<file path="config.mk">
export PLATFORM = sky130hd
export DESIGN_NAME = small_matrix_add_sub_multiply_unit
export DESIGN_NICKNAME = d
export VERILOG_FILES = /design/src/hdl/smasmu_pkg.sv /design/src/hdl/small_matrix_add_sub_multiply_unit.sv /design/src/hdl/smasmu_ctrl.sv /design/src/hdl/smasmu_dpath.sv
export SDC_FILE = /design/constraint.sdc
export NUM_CORES = 2
export LEC_CHECK = 0
export BUFFER_PORTS_ARGS = -buffer_cell sky130_fd_sc_hd__buf_2
export CAP_MARGIN = 20
export CORE_ASPECT_RATIO = 0.8
export CORE_MARGIN = 3
export CORE_UTILIZATION = 55
export CTS_CLUSTER_SIZE = 16
export DETAILED_ROUTE_END_ITERATION = 7
export PLACE_DENSITY = 0.71
export SKIP_LAST_GASP = 1
export SLEW_MARGIN = 20
export SYNTH_ARGS = -nofsm -noshare
export SYNTH_HDL_FRONTEND = slang
export SYNTH_HIERARCHICAL = 1
export SYNTH_SLANG_ARGS = --single-unit
</file>
<file path="constraint.sdc">
create_clock -name i_clk -period 11.85 [get_ports i_clk]
set_input_delay 2.37 -clock i_clk [delete_from_list [all_inputs] [get_ports i_clk]]
set_output_delay 2.37 -clock i_clk [all_outputs]
set_load 0.02 [all_outputs]
</file>
<file path="src/hdl/smasmu_pkg.sv">
package smasmu_pkg;

    // Sizing of the matrix stores and the arithmetic.
    localparam int MAX_DIM    = 8;
    localparam int ELEM_WIDTH = 16;
    localparam int CELLS      = MAX_DIM * MAX_DIM;
    localparam int IDX_W      = (MAX_DIM > 1) ? $clog2(MAX_DIM) : 1;
    localparam int CELL_W     = (CELLS > 1) ? $clog2(CELLS) : 1;
    localparam int DIM_W      = $clog2(MAX_DIM + 1);
    localparam int PROD_W     = 2 * ELEM_WIDTH;

    // Fixed field widths of the stream and register interfaces.
    localparam int FLD_IDX_W = 3;
    localparam int IN_VAL_W  = 16;
    localparam int RES_W     = 35;
    localparam int REG_W     = 4;
    localparam int MODE_W    = 2;
    localparam int OP_W      = 2;

    typedef logic [IDX_W-1:0]             t_idx;
    typedef logic [CELL_W-1:0]            t_cell;
    typedef logic [DIM_W-1:0]             t_dim;
    typedef logic signed [ELEM_WIDTH-1:0] t_elem;
    typedef logic signed [RES_W-1:0]      t_res;
    typedef logic [OP_W-1:0]              t_op;
    typedef logic [MODE_W-1:0]            t_mode;
    typedef logic [1:0]                   t_reg_idx;

    // Operation codes carried in tuser.
    localparam t_op OP_WR_A    = 2'd0;
    localparam t_op OP_WR_B    = 2'd1;
    localparam t_op OP_COMPUTE = 2'd2;

    // Arithmetic mode codes.
    localparam t_mode MODE_ADD = 2'd0;
    localparam t_mode MODE_SUB = 2'd1;
    localparam t_mode MODE_MUL = 2'd2;

    // Register indexes on the configuration port.
    localparam t_reg_idx REG_ROW_COUNT  = 2'd0;
    localparam t_reg_idx REG_COL_COUNT  = 2'd1;
    localparam t_reg_idx REG_ARITH_MODE = 2'd2;

    // Commands from the controller to the datapath.
    typedef struct packed {
        logic  wr_a;
        logic  wr_b;
        t_cell wr_addr;
        logic  rd;
        logic  first;
        logic  endk;
        logic  last;
        logic  mul;
        logic  sub;
        t_cell a_addr;
        t_cell b_addr;
        t_idx  row;
        t_idx  col;
    } t_cmd;

    // Status from the datapath to the controller.
    typedef struct packed {
        logic en;
        logic busy;
    } t_stat;

    // Row-major cell address of a matrix element.
    function automatic t_cell cell_addr(t_idx r, t_idx c);
        return CELL_W'(r) * CELL_W'(MAX_DIM) + CELL_W'(c);
    endfunction

endpackage

</file>
<file path="src/hdl/small_matrix_add_sub_multiply_unit.sv">
// Signed integer matrix unit. Elements of A and B are written one transaction each
// (tuser selects A, B or compute; tdata carries row, column and a 16-bit value); a
// write is taken whenever no compute runs. A compute transaction streams the result in
// row-major order with tlast on the final element: A+B or A-B over row_count by
// col_count, or the square product A*B of size row_count. Results come out of a
// pipeline built around one memory read port per store and a single shared
// multiply-accumulate: add and subtract issue one element per cycle while the output
// is not stalled, multiply accumulates n products per element for size n. The first
// element passes through the read data registers, the product register and the
// accumulator into the output register. No input is taken while a compute runs;
// writes are taken again while the last result still waits in the output register.
// Back-pressure on the output stalls the whole pipeline.
// Registers: row_count at 0x0, col_count at 0x4, arith_mode at 0x8 (0 add, 1 A-B,
// 2 multiply, 3 emits nothing). Read only elements that have been written.
module small_matrix_add_sub_multiply_unit (
    input  logic        i_clk,
    input  logic        i_rst_n,
    // APB configuration port
    input  logic        psel,
    input  logic        penable,
    input  logic        pwrite,
    input  logic [3:0]  paddr,
    input  logic [31:0] pwdata,
    output logic [31:0] prdata,
    output logic        pready,
    // Input stream
    input  logic        s_axis_tvalid,
    output logic        s_axis_tready,
    input  logic [23:0] s_axis_tdata,  // row_index[2:0], col_index[5:3], element_value[21:6]
    input  logic [1:0]  s_axis_tuser,  // operation[1:0]
    // Result stream
    output logic        m_axis_tvalid,
    input  logic        m_axis_tready,
    output logic [47:0] m_axis_tdata,  // out_row[2:0], out_col[5:3], result_value[40:6]
    output logic        m_axis_tlast   // last_result
);

    logic [smasmu_pkg::REG_W-1:0] r_row_count, r_col_count;
    smasmu_pkg::t_mode            r_arith_mode;
    smasmu_pkg::t_reg_idx         reg_idx;
    logic                         cfg_write;

    smasmu_pkg::t_cmd  cmd;
    smasmu_pkg::t_stat stat;

    logic [smasmu_pkg::FLD_IDX_W-1:0] out_row, out_col;
    smasmu_pkg::t_res                 out_value;

    assign pready    = 1'b1;
    assign reg_idx   = paddr[3:2];
    assign cfg_write = psel && penable && pwrite && pready;

    // Configuration registers.
    always_ff @(posedge i_clk) begin
        if (!i_rst_n) begin
            r_row_count  <= smasmu_pkg::REG_W'(8);
            r_col_count  <= smasmu_pkg::REG_W'(8);
            r_arith_mode <= smasmu_pkg::MODE_ADD;
        end else if (cfg_write) begin
            case (reg_idx)
                smasmu_pkg::REG_ROW_COUNT:  r_row_count  <= pwdata[smasmu_pkg::REG_W-1:0];
                smasmu_pkg::REG_COL_COUNT:  r_col_count  <= pwdata[smasmu_pkg::REG_W-1:0];
                smasmu_pkg::REG_ARITH_MODE: r_arith_mode <= pwdata[smasmu_pkg::MODE_W-1:0];
                default: begin
                end
            endcase
        end
    end

    // Register read-back.
    always_comb begin
        case (reg_idx)
            smasmu_pkg::REG_ROW_COUNT:  prdata = 32'(r_row_count);
            smasmu_pkg::REG_COL_COUNT:  prdata = 32'(r_col_count);
            smasmu_pkg::REG_ARITH_MODE: prdata = 32'(r_arith_mode);
            default:                    prdata = '0;
        endcase
    end

    smasmu_ctrl u_ctrl (
        .i_clk       (i_clk),
        .i_rst_n     (i_rst_n),
        .i_in_valid  (s_axis_tvalid),
        .o_in_ready  (s_axis_tready),
        .i_op        (s_axis_tuser),
        .i_row       (s_axis_tdata[2:0]),
        .i_col       (s_axis_tdata[5:3]),
        .i_row_count (r_row_count),
        .i_col_count (r_col_count),
        .i_mode      (r_arith_mode),
        .i_stat      (stat),
        .o_cmd       (cmd)
    );

    smasmu_dpath u_dpath (
        .i_clk       (i_clk),
        .i_rst_n     (i_rst_n),
        .i_cmd       (cmd),
        .i_wr_data   (s_axis_tdata[21:6]),
        .i_out_ready (m_axis_tready),
        .o_out_valid (m_axis_tvalid),
        .o_out_row   (out_row),
        .o_out_col   (out_col),
        .o_out_value (out_value),
        .o_out_last  (m_axis_tlast),
        .o_stat      (stat)
    );

    // Pack the result fields, padded to whole bytes.
    assign m_axis_tdata = {7'b0, out_value, out_col, out_row};

endmodule

</file>
<file path="src/hdl/smasmu_ctrl.sv">
module smasmu_ctrl (
    input  logic                                 i_clk,
    input  logic                                 i_rst_n,
    input  logic                                 i_in_valid,
    output logic                                 o_in_ready,
    input  smasmu_pkg::t_op                      i_op,
    input  logic [smasmu_pkg::FLD_IDX_W-1:0]     i_row,
    input  logic [smasmu_pkg::FLD_IDX_W-1:0]     i_col,
    input  logic [smasmu_pkg::REG_W-1:0]         i_row_count,
    input  logic [smasmu_pkg::REG_W-1:0]         i_col_count,
    input  smasmu_pkg::t_mode                    i_mode,
    input  smasmu_pkg::t_stat                    i_stat,
    output smasmu_pkg::t_cmd                     o_cmd
);

    typedef enum logic [1:0] {
        S_IDLE,
        S_ISSUE,
        S_DRAIN
    } t_state;

    t_state           r_state, n_state;
    smasmu_pkg::t_idx r_i, r_j, r_k;
    smasmu_pkg::t_idx n_i, n_j, n_k;

    smasmu_pkg::t_dim rows, cols;
    smasmu_pkg::t_idx row_max, col_max, k_max;
    logic             is_mul, valid_mode, in_range;
    logic             endk, endj, endi;

    // A size of zero counts as one, a size above the store counts as the store size.
    function automatic smasmu_pkg::t_dim clamp_dim(logic [smasmu_pkg::REG_W-1:0] v);
        if (v == '0) begin
            return smasmu_pkg::t_dim'(1);
        end
        if (32'(v) > smasmu_pkg::MAX_DIM) begin
            return smasmu_pkg::DIM_W'(smasmu_pkg::MAX_DIM);
        end
        return smasmu_pkg::DIM_W'(v);
    endfunction

    // Loop bounds for the current mode.
    always_comb begin
        is_mul     = (i_mode == smasmu_pkg::MODE_MUL);
        valid_mode = (i_mode == smasmu_pkg::MODE_ADD) || (i_mode == smasmu_pkg::MODE_SUB) ||
                     (i_mode == smasmu_pkg::MODE_MUL);
        rows       = clamp_dim(i_row_count);
        cols       = is_mul ? rows : clamp_dim(i_col_count);
        row_max    = smasmu_pkg::IDX_W'(rows - 1'b1);
        col_max    = smasmu_pkg::IDX_W'(cols - 1'b1);
        k_max      = is_mul ? row_max : '0;
        endk       = (r_k == k_max);
        endj       = (r_j == col_max);
        endi       = (r_i == row_max);
        in_range   = (32'(i_row) < smasmu_pkg::MAX_DIM) && (32'(i_col) < smasmu_pkg::MAX_DIM);
    end

    assign o_in_ready = (r_state == S_IDLE);

    // Sequencer: element writes in idle, one read pair per unstalled cycle over i, j, k, then drain.
    always_comb begin
        n_state = r_state;
        n_i     = r_i;
        n_j     = r_j;
        n_k     = r_k;

        o_cmd         = '0;
        o_cmd.wr_addr = smasmu_pkg::cell_addr(smasmu_pkg::IDX_W'(i_row),
                                              smasmu_pkg::IDX_W'(i_col));
        o_cmd.mul     = is_mul;
        o_cmd.sub     = (i_mode == smasmu_pkg::MODE_SUB);
        o_cmd.a_addr  = smasmu_pkg::cell_addr(r_i, is_mul ? r_k : r_j);
        o_cmd.b_addr  = smasmu_pkg::cell_addr(is_mul ? r_k : r_i, r_j);
        o_cmd.row     = r_i;
        o_cmd.col     = r_j;
        o_cmd.first   = (r_k == '0);
        o_cmd.endk    = endk;
        o_cmd.last    = endk && endj && endi;

        case (r_state)
            S_IDLE: begin
                if (i_in_valid) begin
                    o_cmd.wr_a = (i_op == smasmu_pkg::OP_WR_A) && in_range;
                    o_cmd.wr_b = (i_op == smasmu_pkg::OP_WR_B) && in_range;
                    if ((i_op == smasmu_pkg::OP_COMPUTE) && valid_mode) begin
                        n_i     = '0;
                        n_j     = '0;
                        n_k     = '0;
                        n_state = S_ISSUE;
                    end
                end
            end
            S_ISSUE: begin
                o_cmd.rd = 1'b1;
                if (i_stat.en) begin
                    if (endk) begin
                        n_k = '0;
                        if (endj) begin
                            n_j = '0;
                            if (endi) begin
                                n_state = S_DRAIN;
                            end else begin
                                n_i = r_i + 1'b1;
                            end
                        end else begin
                            n_j = r_j + 1'b1;
                        end
                    end else begin
                        n_k = r_k + 1'b1;
                    end
                end
            end
            S_DRAIN: begin
                if (!i_stat.busy) begin
                    n_state = S_IDLE;
                end
            end
            default: begin
                n_state = S_IDLE;
            end
        endcase
    end

    // State and loop counters.
    always_ff @(posedge i_clk) begin
        if (!i_rst_n) begin
            r_state <= S_IDLE;
            r_i     <= '0;
            r_j     <= '0;
            r_k     <= '0;
        end else begin
            r_state <= n_state;
            r_i     <= n_i;
            r_j     <= n_j;
            r_k     <= n_k;
        end
    end

endmodule

</file>
<file path="src/hdl/smasmu_dpath.sv">
module smasmu_dpath (
    input  logic                                 i_clk,
    input  logic                                 i_rst_n,
    input  smasmu_pkg::t_cmd                     i_cmd,
    input  logic signed [smasmu_pkg::IN_VAL_W-1:0] i_wr_data,
    input  logic                                 i_out_ready,
    output logic                                 o_out_valid,
    output logic [smasmu_pkg::FLD_IDX_W-1:0]     o_out_row,
    output logic [smasmu_pkg::FLD_IDX_W-1:0]     o_out_col,
    output smasmu_pkg::t_res                     o_out_value,
    output logic                                 o_out_last,
    output smasmu_pkg::t_stat                    o_stat
);

    typedef struct packed {
        logic             first;
        logic             endk;
        logic             last;
        logic             mul;
        logic             sub;
        smasmu_pkg::t_idx row;
        smasmu_pkg::t_idx col;
    } t_meta;

    smasmu_pkg::t_elem r_mem_a [smasmu_pkg::CELLS];
    smasmu_pkg::t_elem r_mem_b [smasmu_pkg::CELLS];

    smasmu_pkg::t_elem r_a_q, r_b_q;
    logic              r_s1_vld, r_s2_vld, r_o_vld;
    t_meta             r_s1, r_s2, n_meta;

    logic signed [smasmu_pkg::PROD_W-1:0] r_prod, n_prod;
    smasmu_pkg::t_res                     r_acc, n_sum;
    smasmu_pkg::t_res                     r_o_value;
    smasmu_pkg::t_idx                     r_o_row, r_o_col;
    logic                                 r_o_last;
    logic                                 en;

    // The whole pipeline moves only when the output register can take a result.
    assign en          = !r_o_vld || i_out_ready;
    assign o_stat.en   = en;
    assign o_stat.busy = r_s1_vld || r_s2_vld;

    assign n_meta.first = i_cmd.first;
    assign n_meta.endk  = i_cmd.endk;
    assign n_meta.last  = i_cmd.last;
    assign n_meta.mul   = i_cmd.mul;
    assign n_meta.sub   = i_cmd.sub;
    assign n_meta.row   = i_cmd.row;
    assign n_meta.col   = i_cmd.col;

    // Matrix stores: one write port, one registered read port each.
    always_ff @(posedge i_clk) begin
        if (i_cmd.wr_a) begin
            r_mem_a[i_cmd.wr_addr] <= smasmu_pkg::ELEM_WIDTH'(i_wr_data);
        end
        if (i_cmd.wr_b) begin
            r_mem_b[i_cmd.wr_addr] <= smasmu_pkg::ELEM_WIDTH'(i_wr_data);
        end
        if (en && i_cmd.rd) begin
            r_a_q <= r_mem_a[i_cmd.a_addr];
            r_b_q <= r_mem_b[i_cmd.b_addr];
        end
    end

    // Shared multiplier, or the adder or subtractor for elementwise modes.
    always_comb begin
        if (r_s1.mul) begin
            n_prod = smasmu_pkg::PROD_W'(r_a_q) * smasmu_pkg::PROD_W'(r_b_q);
        end else if (r_s1.sub) begin
            n_prod = smasmu_pkg::PROD_W'(r_a_q) - smasmu_pkg::PROD_W'(r_b_q);
        end else begin
            n_prod = smasmu_pkg::PROD_W'(r_a_q) + smasmu_pkg::PROD_W'(r_b_q);
        end
    end

    // Accumulator restarts on the first term of each result element.
    always_comb begin
        if (r_s2.first) begin
            n_sum = smasmu_pkg::RES_W'(r_prod);
        end else begin
            n_sum = r_acc + smasmu_pkg::RES_W'(r_prod);
        end
    end

    // Stage valids and output register handshake.
    always_ff @(posedge i_clk) begin
        if (!i_rst_n) begin
            r_s1_vld <= 1'b0;
            r_s2_vld <= 1'b0;
            r_o_vld  <= 1'b0;
        end else begin
            if (en) begin
                r_s1_vld <= i_cmd.rd;
                r_s2_vld <= r_s1_vld;
            end
            if (en && r_s2_vld && r_s2.endk) begin
                r_o_vld <= 1'b1;
            end else if (i_out_ready) begin
                r_o_vld <= 1'b0;
            end
        end
    end

    // Stage payloads.
    always_ff @(posedge i_clk) begin
        if (en) begin
            r_s1   <= n_meta;
            r_s2   <= r_s1;
            r_prod <= n_prod;
            if (r_s2_vld) begin
                r_acc <= n_sum;
                if (r_s2.endk) begin
                    r_o_value <= n_sum;
                    r_o_row   <= r_s2.row;
                    r_o_col   <= r_s2.col;
                    r_o_last  <= r_s2.last;
                end
            end
        end
    end

    assign o_out_valid = r_o_vld;
    assign o_out_row   = smasmu_pkg::FLD_IDX_W'(r_o_row);
    assign o_out_col   = smasmu_pkg::FLD_IDX_W'(r_o_col);
    assign o_out_value = r_o_value;
    assign o_out_last  = r_o_last;

    // A stalled output freezes every stage of the pipeline.
    a_stall_freezes: assert property (@(posedge i_clk) disable iff (!i_rst_n)
        (r_o_vld && !i_out_ready) |=> ($stable(r_s1_vld) && $stable(r_s2_vld)))
        else $error("pipeline advanced while the output was stalled");

    // Stores are written only while no read is in flight.
    a_write_when_empty: assert property (@(posedge i_clk) disable iff (!i_rst_n)
        (i_cmd.wr_a || i_cmd.wr_b) |-> (!r_s1_vld && !r_s2_vld && !i_cmd.rd))
        else $error("store written during a compute");

    // A new result comes only from the accumulator stage.
    a_out_from_acc: assert property (@(posedge i_clk) disable iff (!i_rst_n)
        $rose(r_o_vld) |-> $past(r_s2_vld && r_s2.endk))
        else $error("output loaded without a finished element");

endmodule
</file>
==> run_results.csv <==
group,metric,value,unit
sta,skew,0.0723,ns
drt,postRouteAntennaNets,0,
sta,timing_hold_violations_final,0,
drt,wl,225000,um
clock_tree,ctsHtreeMaxLevel,4,
logic_synthesis,synth.distinct_cells,86,
floorplan,boundaryPins,153,
drt,drc_errors,0,
sta,layout_min_cycle_time,7.14,ns
placement,routabilityCongestion,0.829,
clock_tree,cts.sink_count,2233,
setup_path,cp_max_fo,20,
floorplan,die_w,478,um
logic_synthesis,synth_area_leaders,"edfxtp_1 68%, mux4_2 15%, fa_1 5.4%, ha_1 1.8%, inv_1 1.2%",
setup_path,crit_path_end_kind,"flop",
clock_tree,cts_root_buffer,"clkbuf_16",
setup_path,rr_worst_depth,23,
sta,worstMarginPinSlew,1.12,ns
worst_hold_path,hp-class,"flop to flop",
placement,portBuffers,84,
pwr,power.leakage,0.0355,uW
logic_synthesis,yosys_warnings,6,
logic_synthesis,synth.avg_cell_area,19.4,um2
setup_path,critPathRequiredTime,12.41,ns
run_status,status,"complete, no violations",
clock_tree,clk_latency,0.87,ns
final_layout,drive_gt1_share,23.6,%
sta,rsz0062_at_grt,"false",
clock_tree,hold_buffers,0,
pwr,peakVddDrop,219,uV
job,cap_violations,0,
drt,drt_first_pass_iters,6,
logic_synthesis,yosysSeqAreaShare,68.2,%
grt,grt_max_degree,148,
drt,routedWlPerCell,28.8,um
floorplan,row_count,137,
logic_synthesis,netlist_instances,5044,
sta,setup_viol,0,
clock_tree,cts_setup_buffers,0,
setup_path,crit_arrival,7.70,ns
pwr,power.total,18800,uW
sta,max_freq,140,MHz
floorplan,die-area,183000,um2
logic_synthesis,synth_enable_flop_cells,2209,
clock_tree,cts.clk_slew.worst_paths,0.06,ns
logic_synthesis,yosysMostFrequentCell,"edfxtp_1",
clock_tree,cts_buffers,202,
drt,vias,48594,
sta,finalCritPeriodShare,60.2,%
final_layout,fin_nets,5728,
final_layout,n_fill_cell,12101,
final_layout,areaGrowthSynthToFinish,10.5,%
clock_tree,clock_path_buffers,3,
floorplan,core,176000,um2
worst_hold_path,min_path_cells,0,
placement,dp.cells,7413,
grt,grt_pass1_wl,332000,um
pwr,powerDensity,174,nW/um2
drt,via_per_inst,6.24,
sta,tns,0,ns
final_layout,finish.utilization,61.6,%
logic_synthesis,synth_top_area_cell,"edfxtp_1",
floorplan,dieHeight,384,um
placement,dpl.hpwl,135000,um
grt,grt_overflow,0,
clock_tree,cts_tree,"yes",
logic_synthesis,synth_ff_type,"edfxtp_1",
grt,grt_pass1_vias,48619,
logic_synthesis,synthTopCellsByCount,"2209 x edfxtp_1, 672 x mux4_2, 314 x inv_1",
drt,drt_iter0_markers,5816,
logic_synthesis,synth-seq-cells,2233,
floorplan,initial_utilization,55.8,%
logic_synthesis,synth_top_area_share,67.7,%
setup_path,critPathLaunchType,"flop",
sta,slew_headroom,25.1,%
sta,slew_viol_final,0,
setup_path,path_class,"flop to flop",
grt,antenna_found_initial,15,
clock_tree,cts-resized-gates,0,
grt,grtUsageTotal,24.9,%
logic_synthesis,async_reset_ff_share,0,%
final_layout,layoutNonFillerInstCount,7792,
logic_synthesis,mappedNetlistArea,98000,um2
layout by cell type (no fill, tap or decap), types with 9 or more instances in the layout:
| cell type | netlist | routed |
|---|---|---|
| conb_1 | 2 | 36 |
| mux2i_1 | 19 | 19 |
| edfxtp_1 | 2209 | 2209 |
| clkinv_2 | 0 | 33 |
| inv_1 | 314 | 313 |
| and2_1 | 127 | 125 |
| buf_4 | 52 | 188 |
| xor2_1 | 31 | 31 |
| o21ai_0 | 71 | 71 |
| xnor2_1 | 68 | 68 |
| a21oi_1 | 75 | 75 |
| a21o_1 | 40 | 40 |
| nor3_1 | 23 | 23 |
| clkinv_1 | 1 | 42 |
| o21a_1 | 14 | 14 |
| nor2b_1 | 17 | 17 |
| ha_1 | 140 | 140 |
| nand2_1 | 232 | 228 |
| dfxtp_1 | 24 | 20 |
| bufinv_16 | 0 | 18 |
| clkbuf_1 | 162 | 47 |
| nor2_1 | 197 | 183 |
| nand3_1 | 34 | 34 |
| clkinv_16 | 0 | 10 |
| a31oi_1 | 9 | 9 |
| nand2b_1 | 18 | 17 |
| nor4_1 | 10 | 10 |
| diode_2 | 0 | 10 |
| clkinvlp_4 | 0 | 9 |
| o21bai_1 | 16 | 16 |
| mux4_2 | 672 | 672 |
| fa_1 | 264 | 264 |
| buf_2 | 52 | 68 |
| clkbuf_16 | 0 | 202 |
| nor2_2 | 1 | 15 |
| a211oi_1 | 10 | 10 |
cells by family (layout without fill, tap and decap cells):
family	Yosys count	count (layout)	share of synthesized area, %
DFF	2233	2233	68.2
AOI/OAI and AO/OA	297	297	2.00
and+or+nand+nor	709	709	3.44
other	2	46	0.00766
muxes	694	694	15.7
adders and majority gates	404	404	7.18
xor gates and xnor gates	100	100	0.908
buffers and inverters	605	946	2.60
metrics by stage:
stage / area (um2) / hold slack [ns] / setup WS [ns]
3_3_place_gp: 102000 / 0.404 / 4.80
3_5_place_dp: 102000 / 0.405 / 4.77
5_1_grt: 108000 / 0.408 / 4.38
6_report: 108000 / 0.405 / 4.71
4_1_cts: 108000 / 0.405 / 4.77
2_1_floorplan: 98100 / 0.400 / 5.35
final timing paths:
kind | startpoint | endpoint | slack, ns
setup / recovery | u_dpath/r_b_q[8] | u_dpath/r_prod[30] | 4.71
setup reg to reg | u_dpath/r_b_q[8] | u_dpath/r_prod[30] | 4.71
hold reg to reg | u_dpath/r_s2[8] | u_dpath/o_out_last | 0.41
hold / removal | u_dpath/r_s2[8] | u_dpath/o_out_last | 0.41
routing by layer:
layer	track usage, %	routed length, um	up-vias
met5	0	94	-
met3	6.04	22900	324
met4	5.65	4710	8
met1	38.2	94800	25789
met2	36.7	102000	2339
li1	-	-	20134
report_power, final:
group / total, uW / internal (uW) / switching [uW]
combinational: 3530 / 1460 / 2070
sequential: 8800 / 8750 / 51.1
clock: 6460 / 3570 / 2890
critical path, stage by stage, from the launching register on:
cell,delay (ns)
edfxtp_1,1.04
nand2_1,0.18
fa_1,0.55
inv_1,0.05
fa_1,0.50
inv_1,0.06
fa_1,0.52
inv_1,0.06
fa_1,0.39
fa_1,0.52
inv_1,0.05
fa_1,0.47
inv_1,0.04
ha_1,0.39
nand3_1,0.15
or4_1,0.52
o31a_1,0.26
o21ai_2,0.10
a211o_1,0.30
a221oi_2,0.11
a21oi_1,0.20
a21oi_2,0.09
xnor2_1,0.13
a21o_1,0.18
registers in the layout, indices dropped and copies added (netlist names), 3 cells and up:
signal,count
u_dpath/r_b_q,16
u_dpath/o_out_col,3
u_ctrl/r_k,3
u_dpath/r_s2,9
u_dpath/r_mem_b,1024
u_dpath/o_out_row,3
u_dpath/r_a_q,16
r_col_count,4
u_ctrl/r_j,3
r_row_count,4
u_dpath/r_mem_a,1024
u_dpath/o_out_value,35
u_dpath/r_acc,35
u_ctrl/r_i,3
u_dpath/r_prod,32
u_dpath/r_s1,11
final cells by class:
type	instances	area [um2]	area share, %
Sequential cell	2233	66800	61.7
Multi-Input combinational cell	2240	28800	26.6
Clock buffer	251	5260	4.86
Tap cell	2363	2960	2.73
Timing Repair Buffer	262	1850	1.71
Clock inverter	117	1310	1.21
Inverter	316	1190	1.10
Antenna cell	10	25.0	0.0231
No activity file was read; power rests on OpenSTA's default activity.
